File: config.mk
export PLATFORM = sky130hd
export DESIGN_NAME = brace_frame_decimal_parser_top
export DESIGN_NICKNAME = d
export VERILOG_FILES = /design/src/hdl/bfdp_pkg.sv /design/src/hdl/bfdp_front.sv /design/src/hdl/bfdp_queue.sv /design/src/hdl/bfdp_back.sv /design/src/hdl/brace_frame_decimal_parser_top.sv
export VERILOG_INCLUDE_DIRS = /design/src /design/src/hdl
export SDC_FILE = /design/constraint.sdc
export NUM_CORES = 1
export LEC_CHECK = 0
export BUFFER_PORTS_ARGS = -buffer_cell sky130_fd_sc_hd__clkbuf_2
export CORE_MARGIN = 10
export CORE_UTILIZATION = 55
export DETAILED_ROUTE_END_ITERATION = 10
export GPL_ROUTABILITY_DRIVEN = 0
export HOLD_SLACK_MARGIN = 0.12
export PLACE_DENSITY = 0.72
export SLEW_MARGIN = 40
export SYNTH_ARGS = -nofsm -noshare
export SYNTH_HDL_FRONTEND = slang
export SYNTH_SLANG_ARGS = --single-unit
File: constraint.sdc
create_clock -name clk -period 4.05 [get_ports clk]
set_clock_uncertainty 0.15 [all_clocks]
set_input_delay 0.2025 -clock clk [delete_from_list [all_inputs] [get_ports clk]]
set_output_delay 0.2025 -clock clk [all_outputs]
set_load 0.005 [all_outputs]
File: src/hdl/brace_frame_decimal_parser_top_defines.svh
// Assertion macros shared by the brace frame parser modules.
`ifndef BRACE_FRAME_DECIMAL_PARSER_TOP_DEFINES_SVH
`define BRACE_FRAME_DECIMAL_PARSER_TOP_DEFINES_SVH
`ifndef NO_ASSERTIONS
`define BFDP_ASSERT(lbl, prop, msg) \
  lbl: assert property (@(posedge clk) disable iff (rst) prop) else $error(msg);
`define BFDP_ASSERT_ALWAYS(lbl, prop, msg) \
  lbl: assert property (@(posedge clk) prop) else $error(msg);
`else
`define BFDP_ASSERT(lbl, prop, msg)
`define BFDP_ASSERT_ALWAYS(lbl, prop, msg)
`endif
`endif

File: src/hdl/bfdp_pkg.sv
// Types, constants and decode helpers for the brace frame decimal parser.
package bfdp_pkg;

  localparam int NUM_FIELDS_DEF  = 5;
  localparam int FIELD_CHARS_DEF = 3;
  localparam int NUM_VALUES      = 4;
  localparam int DECODE_FIELDS   = NUM_VALUES + 1;
  localparam int MAX_CHARS       = 3;
  localparam int QUEUE_DEPTH     = 2;

  localparam logic [7:0] CHAR_OPEN  = 8'h7B;
  localparam logic [7:0] CHAR_CLOSE = 8'h7D;
  localparam logic [7:0] CHAR_COLON = 8'h3A;
  localparam logic [7:0] CHAR_COMMA = 8'h2C;
  localparam logic [7:0] CHAR_O     = 8'h4F;
  localparam logic [7:0] CHAR_K     = 8'h4B;
  localparam logic [7:0] CHAR_CR    = 8'h0D;
  localparam logic [7:0] CHAR_LF    = 8'h0A;
  localparam logic [7:0] CHAR_V     = 8'h56;
  localparam logic [7:0] CHAR_A     = 8'h41;
  localparam logic [7:0] CHAR_R     = 8'h52;
  localparam logic [7:0] DIGIT_ZERO = 8'h30;
  localparam logic [7:0] DIGIT_NINE = 8'h39;
  localparam logic [7:0] MUL_HUNDRED = 8'd100;
  localparam logic [7:0] MUL_TEN     = 8'd10;

  localparam logic [3:0] ACK_O    = 4'h1;
  localparam logic [3:0] ACK_K    = 4'h2;
  localparam logic [3:0] ACK_CR   = 4'h4;
  localparam logic [3:0] ACK_LF   = 4'h8;
  localparam logic [3:0] ACK_ALL  = 4'hF;
  localparam logic [3:0] ACK_NONE = 4'h0;

  typedef enum logic [2:0] {
    CLS_OPEN,
    CLS_CLOSE,
    CLS_SEP,
    CLS_ACK_O,
    CLS_ACK_K,
    CLS_ACK_CR,
    CLS_ACK_LF,
    CLS_OTHER
  } char_class_t;

  typedef struct packed {
    char_class_t cls;
    logic [7:0]  ch;
  } char_op_t;

  function automatic logic is_digit(input logic [7:0] x);
    return (x >= DIGIT_ZERO) && (x <= DIGIT_NINE);
  endfunction

  // Convert up to three ASCII digits, wrapping mod 256; keep prev if none.
  function automatic logic [7:0] decode_field(input logic [7:0] c0, input logic [7:0] c1,
                                              input logic [7:0] c2, input logic [7:0] prev);
    logic [7:0] d0;
    logic [7:0] d1;
    logic [7:0] d2;
    logic [7:0] p0;
    logic [7:0] p1;
    logic [7:0] t0;
    logic [7:0] res;
    d0 = c0 - DIGIT_ZERO;
    d1 = c1 - DIGIT_ZERO;
    d2 = c2 - DIGIT_ZERO;
    p0 = d0 * MUL_HUNDRED;
    p1 = d1 * MUL_TEN;
    t0 = d0 * MUL_TEN;
    if (is_digit(c2)) begin
      res = p0 + p1 + d2;
    end else if (is_digit(c1)) begin
      res = t0 + d1;
    end else if (is_digit(c0)) begin
      res = d0;
    end else begin
      res = prev;
    end
    return res;
  endfunction

endpackage

File: src/hdl/bfdp_front.sv
// Front end: accepts characters and classifies them for the back end.
module bfdp_front import bfdp_pkg::*; (
  input  logic       in_valid,
  output logic       in_stall,
  input  logic [7:0] in_char,
  input  logic       q_full,
  output logic       q_push,
  output char_op_t   q_op
);

  char_class_t cls;

  always_comb begin
    case (in_char)
      CHAR_OPEN:  cls = CLS_OPEN;
      CHAR_CLOSE: cls = CLS_CLOSE;
      CHAR_COLON: cls = CLS_SEP;
      CHAR_COMMA: cls = CLS_SEP;
      CHAR_O:     cls = CLS_ACK_O;
      CHAR_K:     cls = CLS_ACK_K;
      CHAR_CR:    cls = CLS_ACK_CR;
      CHAR_LF:    cls = CLS_ACK_LF;
      default:    cls = CLS_OTHER;
    endcase
  end

  // Hold off the sender while the queue is full.
  assign in_stall  = q_full;
  assign q_push    = in_valid && !q_full;
  assign q_op.cls  = cls;
  assign q_op.ch   = in_char;

endmodule

File: src/hdl/bfdp_queue.sv
// Short queue of classified characters between front and back end.
`include "brace_frame_decimal_parser_top_defines.svh"
module bfdp_queue import bfdp_pkg::*; (
  input  logic     clk,
  input  logic     rst,
  input  logic     push,
  input  char_op_t push_op,
  input  logic     pop,
  output char_op_t head,
  output logic     full,
  output logic     empty
);

  localparam int PTR_W = (QUEUE_DEPTH > 1) ? $clog2(QUEUE_DEPTH) : 1;
  localparam int CNT_W = $clog2(QUEUE_DEPTH + 1);
  localparam logic [PTR_W-1:0] LAST_PTR = PTR_W'(QUEUE_DEPTH - 1);
  localparam logic [CNT_W-1:0] FULL_CNT = CNT_W'(QUEUE_DEPTH);

  char_op_t         entries [QUEUE_DEPTH];
  logic [PTR_W-1:0] wr_ptr;
  logic [PTR_W-1:0] rd_ptr;
  logic [CNT_W-1:0] count;

  assign full  = (count == FULL_CNT);
  assign empty = (count == '0);
  assign head  = entries[rd_ptr];

  always_ff @(posedge clk) begin
    if (push) begin
      entries[wr_ptr] <= push_op;
    end
  end

  always_ff @(posedge clk) begin
    if (rst) begin
      wr_ptr <= '0;
      rd_ptr <= '0;
      count  <= '0;
    end else begin
      if (push) begin
        wr_ptr <= (wr_ptr == LAST_PTR) ? '0 : wr_ptr + 1'b1;
      end
      if (pop) begin
        rd_ptr <= (rd_ptr == LAST_PTR) ? '0 : rd_ptr + 1'b1;
      end
      if (push && !pop) begin
        count <= count + 1'b1;
      end else if (pop && !push) begin
        count <= count - 1'b1;
      end
    end
  end

  `BFDP_ASSERT(a_no_overflow, push |-> !full, "queue push while full")
  `BFDP_ASSERT(a_no_underflow, pop |-> !empty, "queue pop while empty")
  `BFDP_ASSERT_ALWAYS(a_count_range, rst || count <= FULL_CNT, "queue count out of range")

endmodule

File: src/hdl/bfdp_back.sv
// Back end: frame state, field store, decimal decode and result register.
`include "brace_frame_decimal_parser_top_defines.svh"
module bfdp_back import bfdp_pkg::*; #(
  parameter int NUM_FIELDS  = NUM_FIELDS_DEF,
  parameter int FIELD_CHARS = FIELD_CHARS_DEF
) (
  input  logic       clk,
  input  logic       rst,
  input  logic       q_empty,
  input  char_op_t   q_head,
  output logic       q_pop,
  output logic       out_valid,
  input  logic       out_stall,
  output logic       values_valid,
  output logic [7:0] value_a,
  output logic [7:0] value_b,
  output logic [7:0] value_c,
  output logic [7:0] value_d,
  output logic       ack_seen
);

  localparam int FPOS_W = (NUM_FIELDS > 1) ? $clog2(NUM_FIELDS) : 1;
  localparam int CPOS_W = $clog2(FIELD_CHARS + 1);
  localparam logic [FPOS_W-1:0] LAST_FIELD = FPOS_W'(NUM_FIELDS - 1);
  localparam logic [CPOS_W-1:0] CHAR_LIMIT = CPOS_W'(FIELD_CHARS);

  logic [7:0]        field_store [NUM_FIELDS][FIELD_CHARS];
  logic [7:0]        view        [DECODE_FIELDS][MAX_CHARS];
  logic [7:0]        values      [NUM_VALUES];
  logic [7:0]        values_next [NUM_VALUES];
  logic [FPOS_W-1:0] field_pos;
  logic [FPOS_W-1:0] field_pos_next;
  logic [CPOS_W-1:0] char_pos;
  logic [CPOS_W-1:0] char_pos_next;
  logic              in_frame;
  logic              in_frame_next;
  logic [3:0]        ack_bits;
  logic [3:0]        ack_bits_next;
  logic [3:0]        ack_upd;
  logic              store_we;
  logic              store_clr;
  logic              emit_valid;
  logic              emit_ack;
  logic              var_match;

  // Fixed read view of the store; missing positions read as zero.
  for (genvar f = 0; f < DECODE_FIELDS; f++) begin : g_vf
    for (genvar k = 0; k < MAX_CHARS; k++) begin : g_vk
      if (f < NUM_FIELDS && k < FIELD_CHARS) begin : g_in
        assign view[f][k] = field_store[f][k];
      end else begin : g_out
        assign view[f][k] = '0;
      end
    end
  end

  assign var_match = (view[0][0] == CHAR_V) && (view[0][1] == CHAR_A) &&
                     (view[0][2] == CHAR_R);

  // Advance when a result slot is free or the pending one is taken.
  assign q_pop = !q_empty && (!out_valid || !out_stall);

  always_comb begin
    in_frame_next  = in_frame;
    field_pos_next = field_pos;
    char_pos_next  = char_pos;
    ack_upd        = ack_bits;
    store_we       = 1'b0;
    store_clr      = 1'b0;
    emit_valid     = 1'b0;
    emit_ack       = 1'b0;
    for (int j = 0; j < NUM_VALUES; j++) begin
      values_next[j] = values[j];
    end
    case (q_head.cls)
      CLS_OPEN: begin
        in_frame_next  = 1'b1;
        field_pos_next = '0;
        char_pos_next  = '0;
      end
      CLS_CLOSE: begin
        in_frame_next = 1'b0;
        if (var_match) begin
          for (int j = 0; j < NUM_VALUES; j++) begin
            values_next[j] = decode_field(view[j+1][0], view[j+1][1], view[j+1][2],
                                          values[j]);
          end
          store_clr  = 1'b1;
          emit_valid = 1'b1;
        end
      end
      CLS_SEP: begin
        if (field_pos != LAST_FIELD) begin
          field_pos_next = field_pos + 1'b1;
        end
        char_pos_next = '0;
      end
      default: begin
        if (in_frame) begin
          if (char_pos != CHAR_LIMIT) begin
            store_we      = 1'b1;
            char_pos_next = char_pos + 1'b1;
          end
        end else begin
          case (q_head.cls)
            CLS_ACK_O:  ack_upd = ACK_O;
            CLS_ACK_K:  ack_upd = ack_bits | ACK_K;
            CLS_ACK_CR: ack_upd = ack_bits | ACK_CR;
            CLS_ACK_LF: ack_upd = ack_bits | ACK_LF;
            default:    ack_upd = ack_bits;
          endcase
        end
      end
    endcase
    ack_bits_next = ack_upd;
    if (ack_upd == ACK_ALL) begin
      emit_ack      = 1'b1;
      ack_bits_next = ACK_NONE;
    end
  end

  always_ff @(posedge clk) begin
    if (rst) begin
      in_frame     <= 1'b0;
      field_pos    <= '0;
      char_pos     <= '0;
      ack_bits     <= ACK_NONE;
      out_valid    <= 1'b0;
      values_valid <= 1'b0;
      ack_seen     <= 1'b0;
      for (int j = 0; j < NUM_VALUES; j++) begin
        values[j] <= '0;
      end
      for (int f = 0; f < NUM_FIELDS; f++) begin
        for (int k = 0; k < FIELD_CHARS; k++) begin
          field_store[f][k] <= '0;
        end
      end
    end else begin
      if (q_pop) begin
        in_frame     <= in_frame_next;
        field_pos    <= field_pos_next;
        char_pos     <= char_pos_next;
        ack_bits     <= ack_bits_next;
        out_valid    <= 1'b1;
        values_valid <= emit_valid;
        ack_seen     <= emit_ack;
        for (int j = 0; j < NUM_VALUES; j++) begin
          values[j] <= values_next[j];
        end
        for (int f = 0; f < NUM_FIELDS; f++) begin
          for (int k = 0; k < FIELD_CHARS; k++) begin
            if (store_clr) begin
              field_store[f][k] <= '0;
            end else if (store_we && field_pos == FPOS_W'(f) && char_pos == CPOS_W'(k)) begin
              field_store[f][k] <= q_head.ch;
            end
          end
        end
      end else if (!out_stall) begin
        out_valid <= 1'b0;
      end
    end
  end

  assign value_a = values[0];
  assign value_b = values[1];
  assign value_c = values[2];
  assign value_d = values[3];

  `BFDP_ASSERT(a_ack_never_full, ack_bits != ACK_ALL, "ack bits left at all set")
  `BFDP_ASSERT(a_field_sat, field_pos <= LAST_FIELD, "field index past last field")
  `BFDP_ASSERT(a_char_sat, char_pos <= CHAR_LIMIT, "char index past field width")
  `BFDP_ASSERT(a_excl_result, !(values_valid && ack_seen), "frame and ack in one result")
  `BFDP_ASSERT(a_open_frame, (q_pop && q_head.cls == CLS_OPEN) |=> in_frame,
               "open brace did not enter frame")

endmodule

File: src/hdl/brace_frame_decimal_parser_top.sv
// Top level of the brace frame decimal parser.
//
//  channel | valid     | stall      | payload
//  --------+-----------+------------+----------------------------------------------
//  input   | in_valid  | in_stall   | in_char
//  output  | out_valid | out_stall  | values_valid, value_a..value_d, ack_seen
//
// One character per cycle sustained while out_stall is low; a character's result
// passes through a queue entry and then the result register.
// Each character produces exactly one output transaction.
// rst is synchronous and active high; it clears frame state, the field store
// and the decoded values to zero, and empties the queue.
// An output stall holds the result; the two-entry queue absorbs the input
// until it fills, then in_stall rises.
module brace_frame_decimal_parser_top import bfdp_pkg::*; #(
  parameter int NUM_FIELDS  = NUM_FIELDS_DEF,
  parameter int FIELD_CHARS = FIELD_CHARS_DEF
) (
  input  logic       clk,
  input  logic       rst,
  input  logic       in_valid,
  output logic       in_stall,
  input  logic [7:0] in_char,
  output logic       out_valid,
  input  logic       out_stall,
  output logic       values_valid,
  output logic [7:0] value_a,
  output logic [7:0] value_b,
  output logic [7:0] value_c,
  output logic [7:0] value_d,
  output logic       ack_seen
);

  // Classified character on its way from front to back.
  char_op_t push_op;
  char_op_t head_op;
  logic     q_push;
  logic     q_pop;
  logic     q_full;
  logic     q_empty;

  // Front: classify the character and push it while the queue has room.
  bfdp_front u_front (
    .in_valid (in_valid),
    .in_stall (in_stall),
    .in_char  (in_char),
    .q_full   (q_full),
    .q_push   (q_push),
    .q_op     (push_op)
  );

  // Queue: decouple input acceptance from result stalls.
  bfdp_queue u_queue (
    .clk     (clk),
    .rst     (rst),
    .push    (q_push),
    .push_op (push_op),
    .pop     (q_pop),
    .head    (head_op),
    .full    (q_full),
    .empty   (q_empty)
  );

  // Back: apply the character to frame state and register the result.
  bfdp_back #(
    .NUM_FIELDS  (NUM_FIELDS),
    .FIELD_CHARS (FIELD_CHARS)
  ) u_back (
    .clk          (clk),
    .rst          (rst),
    .q_empty      (q_empty),
    .q_head       (head_op),
    .q_pop        (q_pop),
    .out_valid    (out_valid),
    .out_stall    (out_stall),
    .values_valid (values_valid),
    .value_a      (value_a),
    .value_b      (value_b),
    .value_c      (value_c),
    .value_d      (value_d),
    .ack_seen     (ack_seen)
  );

endmodule
==> flow_summary.toml, run 1 <==
[worst_hold_path]
holdCritStartpoint = "rst"
holdPathEnd = "u_back.ack_seen$_SDFFE_PP0P_"
hold_class = "input pin to register"
min_path_cells = 2

[synthesis]
dominantRegCellSynth = "edfxtp_1"
yosysTopAreaCell = "edfxtp_1"
synthArstFlopShare_pct = 0
seq_area_frac_synth_pct = 43.0
syn_avg_cell_area_sq_um = 11.1
synth_area_leaders = "edfxtp_1, ha_1, fa_1"
yosysWarnings = 0
syn_inst = 1166
synth_edf_count = 174
synth.top_cell.area_share_pct = 40.2
syn_area_sq_um = 13000
ys_ff_latch = 192
synth_cell_types = 51
synth_fp_nets = 1380

[floorplan]
die_h_um = 174
ios = 48
core-area_sq_um = 23300
die_area_sq_um = 30200
die_w_um = 174
rows = 56
initial_core_util_pct = 55.7

[cells_and_area]
area_growth_pct = 11.1
drive_gt1_share_pct = 11.7
nNetsFinal = 1451
n_antenna_cell = 0
final_common_cell = "nor2_1"
final_area_sq_um = 14400
final_cell_mix = "nor2_1, edfxtp_1, ha_1"

[place]
place_area_sq_um = 13700
io_buffers = 47
pre_cts_ws_ns = 0.142
hpwlAfterDp_um = 19500

[global_route]
grt_pass1_vias = 8607
grt_pass1_wl_um = 43800
grt_max_degree = 29
grt_use_total_pct = 17.9
grt-ovfl-total = 0
grt_antenna_before_repair = 0

[critical_path]
r2r_slack_ns = 0.16
crit_path_start = "u_back.field_store[0][83]$_SDFFCE_PN0P_"
reg2regPathDepth = 13
cp_max_fo = 4
crit_buf_inv = 2
cp-end-kind = "register"
cp_top_family = "adder cells"
cp_slowest_cell = "fa_1"
crit_type = "register to register"
slowest_delay_ns = 0.54
required_ns = 4.07
reg2reg_to = "u_back.values[0][23]$_SDFFCE_PN0P_"
cp-start-kind = "register"
critical_path_arrival_ns = 3.91
crit_top_cell = "ha_1"
cp_cell_sequence = "ha_1, ha_1, inv_1, fa_1, fa_1, inv_1, ha_1, ha_1, a21o_1, a21oi_1, xor2_1, xnor2_1, o31ai_1"
r2r_start = "u_back.field_store[0][83]$_SDFFCE_PN0P_"

[timing]
rsz0062_at_grt = "no"
slew_violations = 0
max_freq_mhz = 257
slew_headroom_pct = 52.5
finalCriticalPeriod_ns = 3.89
hold_violations = 0
setup_violations = 0
tns_ns = 0
layout_worst_path_cycle_share_pct = 96.1
finalWorstSetupSlack_ns = 0.159
worst_pin_slew_ns = 0.711

[power]
p_int_mw = 4.05
powerDensity_nw_per_um2 = 407
p_switching_mw = 1.83
peakVddDrop_mv = 0.288
power_frac_clock_pct = 31.4
power.leakage_nw = 6.32
pwr-share-seq_pct = 41.4
total_power_mw = 5.88
swShare_pct = 31.1
pwr-share-comb_pct = 27.2

[routing]
drt_iter0_markers = 629
drt_first_pass_iters = 5
viasPerCell = 5.43
drcViolationCount = 0
drt_wl_total_um = 26700
wl_per_cell_um = 17.0
dr_total_vias = 8522
ant_nets = 0

[clock_tree]
clk_pin_slew_worst_paths_ns = 0.08
clock-sinks = 192
clkLatencyLatePin_ns = 0.44
cts_tree = "yes"
clockBufferDepth = 2
htreeDepth = 4
cts_made_buffers = 17
cts_root_buf = "clkbuf_16"

[job]
maxCapViolations = 0

[status]
outcome = "completed"
[cell type report]
cell class | instances | area [sq um]
Inverter | 98 | 368
Clock buffer | 17 | 425
Clock inverter | 15 | 219
Tap cell | 319 | 399
Multi-Input combinational cell | 843 | 6890
Timing Repair Buffer | 85 | 546
Fill cell | 1865 | 8900
Sequential cell | 192 | 5590
[per-stage QoR]
step                cells  util, %  hold WS (ns)
finish               1569     61.8         0.151
detailed placement   1526     58.6         0.280
CTS                  1568     61.8         0.139
global route         1569     61.8         0.180
floorplan            1166        -         0.151
global placement     1526     58.6         0.277
[power groups by stage]
stage	combinational (mW)	sequential [mW]	clock (mW)
after floorplan	1.14	2.46	0
after global placement	1.56	2.47	0
after detailed placement	1.59	2.48	0
after CTS	1.61	2.43	1.86
after global routing	1.77	2.45	1.94
final	1.60	2.43	1.85
[per-layer routing]
layer  vias up  wire (um)  global-route usage, %
met4         0        504                   5.74
li1       4228          -                      -
met3        40       1070                   3.31
met2       154      13300                   31.4
met5         -          0                      0
met1      4100      11800                   21.8
[sequential cells by signal, summed over array words and instances (netlist names), named ones only]
register and flops:
u_back.field_store 120, u_back.out_valid 1, u_back.ack_seen 1, u_back.field_pos 3
u_back.char_pos 2, u_queue.entries 22, u_back.values_valid 1, u_queue.wr_ptr 1
u_back.in_frame 1, u_back.ack_bits 4, u_back.values 32, u_queue.rd_ptr 1
u_queue.count 2
[how the worst max path moves through the flow]
stage                                               endpoint  slack [ns]  depth (start not counted)
final                     u_back.values[0][23]$_SDFFCE_PN0P_        0.16                         13
after global routing      u_back.values[0][31]$_SDFFCE_PN0P_       0.008                         13
after CTS                  u_back.values[0][7]$_SDFFCE_PN0P_        0.16                         13
after detailed placement   u_back.values[0][7]$_SDFFCE_PN0P_        0.14                         13
after global placement    u_back.values[0][15]$_SDFFCE_PN0P_        0.24                         13
after floorplan           u_back.values[0][15]$_SDFFCE_PN0P_        0.34                         13
[timing repair]
action / 4_1_cts / 5_1_grt
buffers inserted: 0 / 1
gates resized for setup: 0 / 0
hold endpoints to repair: 27 / 0
setup endpoints to repair: 0 / 1
hold buffers: 10 / 0
[worst reg2reg max path, cell delays in order, from the launching register on]
cell and delay [ns]:
edfxtp_1 0.44, ha_1 0.32, ha_1 0.22, inv_1 0.07, fa_1 0.43, fa_1 0.54, inv_1 0.04, ha_1 0.29
ha_1 0.34, a21o_1 0.17, a21oi_1 0.19, xor2_1 0.21, xnor2_1 0.14, o31ai_1 0.08
[logic make-up after synthesis]
family                     synth area share (%)
AOI/OAI and AO/OA                          8.76
xor gates and xnor gates                   8.80
adders and majority gates                  21.5
buffers and inverters                      4.07
DFF                                        43.0
muxes                                      3.20
and+or+nand+nor                            10.6
[cell usage after synthesis, types with 2 or more instances]
cell and number:
a211oi_1 20, a21o_1 25, a21oi_1 61, a21oi_4 2, a31oi_1 5, a41oi_1 4
and2_1 3, and3_1 5, buf_2 6, buf_6 4, clkbuf_1 23, dfxtp_1 18
edfxtp_1 174, fa_1 36, ha_1 166, inv_1 97, mux2_2 6, mux2i_1 28
mux2i_4 3, nand2_1 47, nand2_2 16, nand2b_1 4, nand3_1 13, nand3b_1 3
nand4_1 5, nor2_1 179, nor2_4 4, nor3_1 10, nor3b_1 3, nor4b_1 3
nor4bb_1 3, o2111ai_1 4, o21ai_0 43, o21bai_1 4, o31ai_1 8, xnor2_1 75
xnor3_1 8, xor2_1 35
(Power assumes the default switching activity.)
==> run 2, diff against run 1 <==
--- a/config.mk
+++ b/config.mk
@@ -7,8 +7,9 @@
 export NUM_CORES = 1
 export LEC_CHECK = 0
 export BUFFER_PORTS_ARGS = -buffer_cell sky130_fd_sc_hd__clkbuf_2
-export CORE_MARGIN = 10
+export CORE_ASPECT_RATIO = 1.4
 export CORE_UTILIZATION = 55
+export CTS_CLUSTER_SIZE = 40
 export DETAILED_ROUTE_END_ITERATION = 10
 export GPL_ROUTABILITY_DRIVEN = 0
 export HOLD_SLACK_MARGIN = 0.12
==> run 2 against run 1 <==
Net effect:
- global-route usage is 4.9 points higher
- critical path depth unchanged
- final cell count down 0.83%
- critical path type unchanged
- largest power group unchanged
- highest routed layer unchanged
==> flow_summary.toml, run 2 (same netlist as run 1, synthesis figures left out) <==
[critical_path]
r2r_start = "u_back.field_store[0][57]$_SDFFCE_PN0P_"
reg2regPathDepth = 13
cp-start-kind = "register"
cp_slowest_cell = "fa_1"
critical_path_arrival_ns = 3.89
crit_buf_inv = 2
cp_max_fo = 4
cp_top_family = "adder cells"
reg2reg_to = "u_back.values[0][15]$_SDFFCE_PN0P_"
slowest_delay_ns = 0.55
r2r_slack_ns = 0.18
crit_top_cell = "ha_1"
required_ns = 4.07
crit_type = "register to register"
cp_cell_sequence = "ha_1, ha_1, inv_1, fa_1, fa_1, inv_1, ha_1, ha_1, a21o_1, a21oi_1, xor2_1, xnor2_1, o31ai_1"
cp-end-kind = "register"

[status]
outcome = "completed"

[power]
pwr-share-comb_pct = 27.9
power_frac_clock_pct = 29.4
pwr-share-seq_pct = 42.7
p_int_mw = 3.92
powerDensity_nw_per_um2 = 397
p_switching_mw = 1.78
power.leakage_nw = 6.29
peakVddDrop_mv = 0.319
swShare_pct = 31.2

[place]
placedCellCount = 1513
io_buffers = 47
place_area_sq_um = 13600
pre_cts_ws_ns = 0.161
hpwlAfterDp_um = 19300

[cells_and_area]
final_common_cell = "nor2_1"
fill_cells = 1832
final_cells = 1556
nNetsFinal = 1451
final_cell_mix = "nor2_1, edfxtp_1, ha_1"
n_antenna_cell = 0
largest-register = "u_back.field_store"
final_area_sq_um = 14300
largest_reg_flops = 120
drive_gt1_share_pct = 11.4
area_growth_pct = 10.4
largest_registers = "u_back.field_store (120), u_back.values (32), u_queue.entries (22)"

[timing]
layout_worst_path_cycle_share_pct = 95.6
finalCriticalPeriod_ns = 3.87
max_freq_mhz = 258
hold_violations = 0
slew_headroom_pct = 47.8
worst_pin_slew_ns = 0.782
finalWorstSetupSlack_ns = 0.179
slew_violations = 0
tns_ns = 0
setup_violations = 0
rsz0062_at_grt = "no"

[clock_tree]
cts_tree = "yes"
clockBufferDepth = 2
clock-sinks = 192
clkLatencyLatePin_ns = 0.44
cts_root_buf = "clkbuf_16"
htreeDepth = 4
cts_made_buffers = 17
clk_pin_slew_worst_paths_ns = 0.07

[routing]
drt_wl_total_um = 26000
drt_iter0_markers = 356
dr_total_vias = 8522
ant_nets = 0
viasPerCell = 5.48
drt_first_pass_iters = 5
wl_per_cell_um = 16.7
drcViolationCount = 0

[floorplan]
die_w_um = 132
die_area_sq_um = 24200
ios = 48
core-area_sq_um = 23200
initial_core_util_pct = 56.0
die_h_um = 184
rows = 66

[worst_hold_path]
min_path_cells = 2
holdCritStartpoint = "rst"
hold_class = "input pin to register"

[global_route]
grt_max_degree = 29
grt_pass1_vias = 8852
grt_antenna_before_repair = 0
grt_use_total_pct = 22.9
grt-ovfl-total = 0
grt_pass1_wl_um = 43000

[job]
maxCapViolations = 0
[run 2: layout make-up]
class / instances / area, sq um / area share (%)
Multi-Input combinational cell: 843 / 6880 / 47.9
Clock buffer: 18 / 429 / 2.99
Timing Repair Buffer: 85 / 546 / 3.80
Sequential cell: 192 / 5590 / 38.9
Inverter: 98 / 368 / 2.56
Tap cell: 306 / 383 / 2.67
Clock inverter: 14 / 156 / 1.09
[run 2: worst max path at each step]
stage                                                        from                                  to  slack [ns]  depth (start not counted)
after floorplan           u_back.field_store[0][57]$_SDFFCE_PN0P_  u_back.values[0][15]$_SDFFCE_PN0P_        0.34                         13
after global placement    u_back.field_store[0][57]$_SDFFCE_PN0P_  u_back.values[0][15]$_SDFFCE_PN0P_        0.23                         13
after detailed placement  u_back.field_store[0][57]$_SDFFCE_PN0P_  u_back.values[0][15]$_SDFFCE_PN0P_        0.16                         13
after CTS                 u_back.field_store[0][57]$_SDFFCE_PN0P_  u_back.values[0][15]$_SDFFCE_PN0P_        0.15                         13
after global routing      u_back.field_store[0][83]$_SDFFCE_PN0P_  u_back.values[0][23]$_SDFFCE_PN0P_       0.008                         13
final                     u_back.field_store[0][57]$_SDFFCE_PN0P_  u_back.values[0][15]$_SDFFCE_PN0P_        0.18                         13
[run 2: worst reg2reg max path, stage by stage, from the launching register on]
cell and delay, ns:
edfxtp_1 0.46, ha_1 0.33, ha_1 0.21, inv_1 0.07, fa_1 0.43, fa_1 0.55
inv_1 0.05, ha_1 0.29, ha_1 0.34, a21o_1 0.17, a21oi_1 0.17, xor2_1 0.18
xnor2_1 0.13, o31ai_1 0.07
[run 2: per-stage QoR]
stage | util, % | power (mW) | hold slack (ns)
global route | 61.8 | 5.98 | 0.181
finish | 61.8 | 5.69 | 0.165
global placement | 58.8 | 4.03 | 0.265
detailed placement | 58.8 | 4.07 | 0.274
CTS | 61.8 | 5.73 | 0.155
floorplan | - | 3.60 | 0.151
[run 2: timing repair]
| action | 4_1_cts | 5_1_grt |
|---|---|---|
| hold buffers | 10 | 0 |
| endpoints found under the hold margin | 27 | 0 |
| resized for setup | 0 | 0 |
| setup buffers | 0 | 1 |
| endpoints found under the setup margin | 0 | 1 |
[run 2: layer usage]
layer	track usage, %	part of all wire [%]
met1	24.8	39
met2	44.9	55
met3	3.17	3.1
met4	7.72	2.4
met5	0	0
[run 2: power by group through the flow]
stage	Combinational, mW	Sequential [mW]	Clock [mW]
finish	1.59	2.43	1.67
floorplan	1.14	2.46	0
detailed placement	1.59	2.48	0
global placement	1.56	2.47	0
global route	1.76	2.45	1.77
CTS	1.61	2.43	1.69
